[src/rtl/core/pfa_pkg.sv]
// Shared types and constants of the two-objective Pareto archive.
// Used by the cell, the top level and the port checker; no dependencies.
package pfa_pkg;

   localparam int CAPACITY   = 64;
   localparam int COST_WIDTH = 32;
   localparam int IDX_W      = $clog2(CAPACITY);
   localparam int CNT_W      = $clog2(CAPACITY + 1);
   localparam int READ_W     = 6;
   localparam int FIELD_CNT_W = 7;
   localparam int RD_CMP_W   = (CNT_W > READ_W) ? CNT_W : READ_W;

   // request tdata layout
   localparam int REQ_DATA_W = 72;
   // response tdata layout
   localparam int RSP_DATA_W      = 88;
   localparam int RSP_ACC_BIT     = 0;
   localparam int RSP_REM_LO      = 1;
   localparam int RSP_CNT_LO      = 8;
   localparam int RSP_OVF_BIT     = 15;
   localparam int RSP_RDV_BIT     = 16;
   localparam int RSP_USED_W      = 81;

   localparam logic REQ_INSERT = 1'b0;
   localparam logic REQ_READ   = 1'b1;

   typedef enum logic [1:0] {
      CELL_HOLD,
      CELL_CMP,
      CELL_SHIFT,
      CELL_PLACE
   } cell_op_type;

   typedef enum logic [1:0] {
      ST_IDLE,
      ST_CMP,
      ST_SHIFT,
      ST_DONE
   } state_type;

   // broadcast from the controller to every cell
   typedef struct packed {
      cell_op_type                   op;
      logic signed [COST_WIDTH-1:0]  new_first;
      logic signed [COST_WIDTH-1:0]  new_second;
      logic [CNT_W-1:0]              count;
      logic [READ_W-1:0]             read_index;
   } cmd_type;

   // handed between neighboring cells
   typedef struct packed {
      logic signed [COST_WIDTH-1:0]  first;
      logic signed [COST_WIDTH-1:0]  second;
      logic                          lt;
      logic                          rem;
   } link_type;

   // per-cell status back to the controller
   typedef struct packed {
      logic                          dom;
      logic [COST_WIDTH-1:0]         rd_first;
      logic [COST_WIDTH-1:0]         rd_second;
   } tap_type;

endpackage

[src/rtl/core/pfa_cell.sv]
// One archive slot: holds an entry and its compare flags.
// Compares against the broadcast point, shifts left on removal, right on insert. Uses pfa_pkg.
module pfa_cell (
   input  logic                       clock,
   input  logic                       reset,
   input  pfa_pkg::cmd_type           cmd,
   input  logic [pfa_pkg::IDX_W-1:0]  index,
   input  pfa_pkg::link_type          left_in,
   input  pfa_pkg::link_type          right_in,
   output pfa_pkg::link_type          link_out,
   output pfa_pkg::tap_type           tap_out
);

   logic signed [pfa_pkg::COST_WIDTH-1:0] first_ff, first_in;
   logic signed [pfa_pkg::COST_WIDTH-1:0] second_ff, second_in;
   logic lt_ff, lt_in;
   logic rem_ff, rem_in;
   logic dom_ff, dom_in;
   logic occ;
   logic no_worse;
   logic covers;
   logic hit;

   assign occ      = pfa_pkg::CNT_W'(index) < cmd.count;
   assign no_worse = (first_ff <= cmd.new_first) && (second_ff <= cmd.new_second);
   assign covers   = (cmd.new_first <= first_ff) && (cmd.new_second <= second_ff);
   assign hit      = pfa_pkg::RD_CMP_W'(index) == pfa_pkg::RD_CMP_W'(cmd.read_index);

   always_comb begin
      first_in  = first_ff;
      second_in = second_ff;
      lt_in     = lt_ff;
      rem_in    = rem_ff;
      dom_in    = dom_ff;
      case (cmd.op)
         pfa_pkg::CELL_CMP: begin
            lt_in  = occ && (first_ff < cmd.new_first);
            dom_in = occ && no_worse;
            rem_in = occ && !no_worse && covers;
         end
         pfa_pkg::CELL_SHIFT: begin
            // cells at or past the insert slot pull from the right
            if (!lt_ff) begin
               first_in  = right_in.first;
               second_in = right_in.second;
               rem_in    = right_in.rem;
            end
         end
         pfa_pkg::CELL_PLACE: begin
            if (!lt_ff) begin
               if (left_in.lt) begin
                  first_in  = cmd.new_first;
                  second_in = cmd.new_second;
               end else begin
                  first_in  = left_in.first;
                  second_in = left_in.second;
               end
            end
            rem_in = 1'b0;
         end
         default: begin
         end
      endcase
   end

   always_ff @(posedge clock) begin
      if (reset) begin
         lt_ff  <= 1'b0;
         rem_ff <= 1'b0;
         dom_ff <= 1'b0;
      end else begin
         lt_ff  <= lt_in;
         rem_ff <= rem_in;
         dom_ff <= dom_in;
      end
   end

   always_ff @(posedge clock) begin
      first_ff  <= first_in;
      second_ff <= second_in;
   end

   assign link_out.first  = first_ff;
   assign link_out.second = second_ff;
   assign link_out.lt     = lt_ff;
   assign link_out.rem    = rem_ff;

   assign tap_out.dom       = dom_ff;
   assign tap_out.rd_first  = hit ? first_ff : '0;
   assign tap_out.rd_second = hit ? second_ff : '0;

endmodule

[config.mk]
export PLATFORM = sky130hd
export DESIGN_NAME = pfa_cell
export DESIGN_NICKNAME = d
export VERILOG_FILES = /design/src/rtl/core/pfa_pkg.sv /design/src/rtl/core/pfa_cell.sv
export SDC_FILE = /design/constraint.sdc
export NUM_CORES = 1
export LEC_CHECK = 0
export BUFFER_PORTS_ARGS = -buffer_cell sky130_fd_sc_hd__buf_2
export CELL_PAD_IN_SITES_DETAIL_PLACEMENT = 0
export CELL_PAD_IN_SITES_GLOBAL_PLACEMENT = 2
export CORE_ASPECT_RATIO = 1.5
export CORE_UTILIZATION = 23
export CTS_CLUSTER_DIAMETER = 80
export CTS_CLUSTER_SIZE = 30
export DETAILED_ROUTE_END_ITERATION = 8
export PLACE_DENSITY_LB_ADDON = 0.08
export SLEW_MARGIN = 25
export SYNTH_ARGS = -nofsm -noshare
export SYNTH_HDL_FRONTEND = slang
export SYNTH_SLANG_ARGS = --single-unit
export TNS_END_PERCENT = 10
[constraint.sdc]
create_clock -name clock -period 5.66 [get_ports clock]
set_input_delay 0.283 -clock clock [delete_from_list [all_inputs] [get_ports clock]]
set_output_delay 0.283 -clock clock [all_outputs]
set_load 0.02 [all_outputs]
==> flow_summary.json <==
{
  "status": "completed",
  "grt_max_degree": 76,
  "post-route-min-period_ns": 2.56,
  "arrival_ns": 2.86,
  "synth_edf_count": 64,
  "intPower_uw": 1180,
  "synth_ff_type": "edfxtp_1",
  "yosysTopAreaCell": "edfxtp_1",
  "grt_pass1_wl_mm": 32.8,
  "cts.clk_slew.worst_paths_ns": 0.06,
  "cts-hold-fix-buffers": 0,
  "final_area_um2": 8100,
  "area_delta_synth_final_pct": 42.8,
  "setup_viol": 0,
  "leakage_uw": 0.00417,
  "drtPass1Iterations": 4,
  "wl_per_cell_um": 17.1,
  "cts_tree": "done",
  "vias": 5676,
  "ys_seq_elements": 67,
  "drtAntennaViolNets": 0,
  "gp_congestion": 0.711,
  "peakVddDrop_mv": 0.127,
  "dpl_cell_area_um2": 7780,
  "port_buffers": 347,
  "use_met3": 0.0468,
  "hold_path.class": "in -> reg",
  "cp-end-kind": "flop",
  "cts-root-buf": "clkbuf_16",
  "start_kind": "flop",
  "crit_fanout": 4,
  "max_cap_violations": 0,
  "totalWireLength_mm": 22.1,
  "nets": 1252,
  "grt_pass1_vias": 5820,
  "fin_setup_tns_ns": 0,
  "overflow": 0,
  "drive_gt1_frac": 0.390,
  "grt_busiest_layer": "met2",
  "die_w_um": 130,
  "initial_core_util": 0.234,
  "clockPowerShare": 0.368,
  "swShare": 0.315,
  "critPathRequiredTime_ns": 5.95,
  "fp.dieArea_um2": 25300,
  "power_frac_seq": 0.358,
  "cts.path.max_buffers": 2,
  "grt_setup_unrepaired": "no",
  "finalCritPeriodShare": 0.452,
  "drtIter0Drc": 140,
  "ioPinCount": 350,
  "maxSlewViolCount": 0,
  "worst_slew_pin_slew_ns": 0.841,
  "yosysUniqueCellTypes": 42,
  "comb_power_share": 0.273,
  "p_switching_uw": 543,
  "cts_setup_buffers": 0,
  "insertion_delay_ns": 0.35,
  "syn-cell-area_um2": 5670,
  "slew_headroom": 0.438,
  "ys_top_cells_by_area": "edfxtp_1, ha_1, mux2i_1, a21oi_1, nor2_1",
  "dp_hpwl_mm": 17.5,
  "fill_cells": 2712,
  "powerDensity_nw_per_um2": 213,
  "dieHeight_um": 194,
  "via_per_inst": 4.38,
  "drc": 0,
  "yosysSeqAreaShare": 0.349,
  "post_cts_resized": 0,
  "design.core.area_um2": 24300,
  "synth_cells": 635,
  "max_freq_mhz": 391,
  "fin_skew_ns": 0.00792,
  "synth_top_area_share": 0.339,
  "synth_area_per_cell_um2": 8.94,
  "syn_nets": 923,
  "use_met2": 0.345,
  "cts_htree_levels": 3,
  "async_reset_ff_frac": 0,
  "grt_usage": 0.177,
  "hold_viol": 0,
  "num_rows": 70,
  "yosysWarnings": 0,
  "grtUsageMet1": 0.175,
  "critPathKind": "reg -> reg",
  "clock-sinks": 67,
  "antenna_found_initial": 2,
  "cts_buffers": 9
}
-- logic make-up (layout without fill, tap and decap cells) --
logic type               Yosys count  in the layout  share of synthesized area
buffers and inverters            107            441                     0.0730
AO/OA/AOI/OAI                    125            125                      0.123
XOR/XNOR                           6              6                    0.00926
other                              0              2                          0
AND/OR/NAND/NOR                  195            195                      0.176
multiplexers                      66             66                      0.116
flip-flops                        67             67                      0.349
adder cells (fa/ha/maj)           69             69                      0.152
-- layout by cell type (no fill, tap or decap), types with 4 or more instances in the layout --
master	instances
clkbuf_16	9
a21oi_1	93
nor2_1	73
xnor2_1	4
nor4_1	33
edfxtp_1	64
nand2_1	20
and2_1	32
buf_2	346
nand2b_1	4
nor3_1	4
mux2i_1	66
buf_4	8
o21ai_0	7
inv_1	71
a211oi_1	4
ha_1	69
nand4_1	11
-- critical path, cell delays in order, from the launching register on --
cell	delay, ns
edfxtp_1	0.35
inv_1	0.06
ha_1	0.32
nand4_1	0.22
a2111oi_0	0.50
o32a_1	0.27
mux2i_1	0.12
a2111oi_0	0.47
a32o_1	0.19
-- final timing paths --
check / end / startpoint / cells past startpoint / slack [ns]
max: dom_ff$_SDFFE_PP0N_ / second_ff[15]$_DFFE_PP_ / 8 / 3.10
min reg2reg: lt_ff$_SDFFE_PP0N_ / lt_ff$_SDFFE_PP0N_ / 2 / 0.50
max reg2reg: dom_ff$_SDFFE_PP0N_ / second_ff[15]$_DFFE_PP_ / 8 / 3.10
min: lt_ff$_SDFFE_PP0N_ / reset / 2 / 0.17
-- area by class of cell --
| type | count | area (um^2) | area share |
|---|---|---|---|
| Sequential cell | 67 | 1980 | 0.245 |
| Multi-Input combinational cell | 461 | 3330 | 0.411 |
| Inverter | 71 | 267 | 0.0329 |
| Timing Repair Buffer | 354 | 1790 | 0.221 |
| Antenna cell | 2 | 5.00 | 0.000618 |
| Clock buffer | 11 | 243 | 0.0300 |
| Tap cell | 324 | 405 | 0.0500 |
| Clock inverter | 5 | 77.6 | 0.00958 |
-- sequential cells by signal, summed over array words and instances, names as in the netlist --
name / cells
second_ff: 32
rem_ff: 1
dom_ff: 1
first_ff: 32
lt_ff: 1
-- cells in the mapped netlist, types with 3 or more instances --
master,instances
a211oi_1,4
a21o_1,3
a21oi_1,93
and2_1,33
buf_1,7
buf_4,3
clkbuf_1,25
dfxtp_1,3
edfxtp_1,64
ha_1,69
inv_1,71
mux2i_1,66
nand2_1,20
nand2b_1,4
nand3_1,3
nand4_1,11
nor2_1,73
nor2b_1,4
nor3_1,5
nor4_1,33
o211ai_1,3
o21ai_0,7
o21ai_1,3
or3_1,3
xnor2_1,4
-- power groups by stage --
stage / Clock (uW) / Sequential, uW / Combinational, uW
after floorplan: 0 / 673 / 235
after global placement: 0 / 629 / 483
after detailed placement: 0 / 631 / 481
after CTS: 664 / 620 / 484
after global routing: 676 / 625 / 535
final: 637 / 619 / 472
-- stage by stage --
step / hold slack, ns / util / power (uW) / setup slack, ns / cells
global placement: 0.484 / 0.321 / 1110 / 3.08 / 1277
CTS: 0.149 / 0.334 / 1770 / 3.00 / 1293
floorplan: 0.352 / - / 908 / 1.67 / 635
global route: 0.177 / 0.334 / 1840 / 2.93 / 1293
detailed placement: 0.496 / 0.321 / 1110 / 3.00 / 1277
finish: 0.168 / 0.334 / 1730 / 3.10 / 1295
-- per-layer routing --
metal / routed length (um) / vias to the layer above
met5: 0 / -
met1: 8010 / 2546
met4: 287 / 0
met2: 12200 / 184
li1: - / 2934
met3: 1580 / 12
No activity file was read; power rests on OpenSTA's default activity.
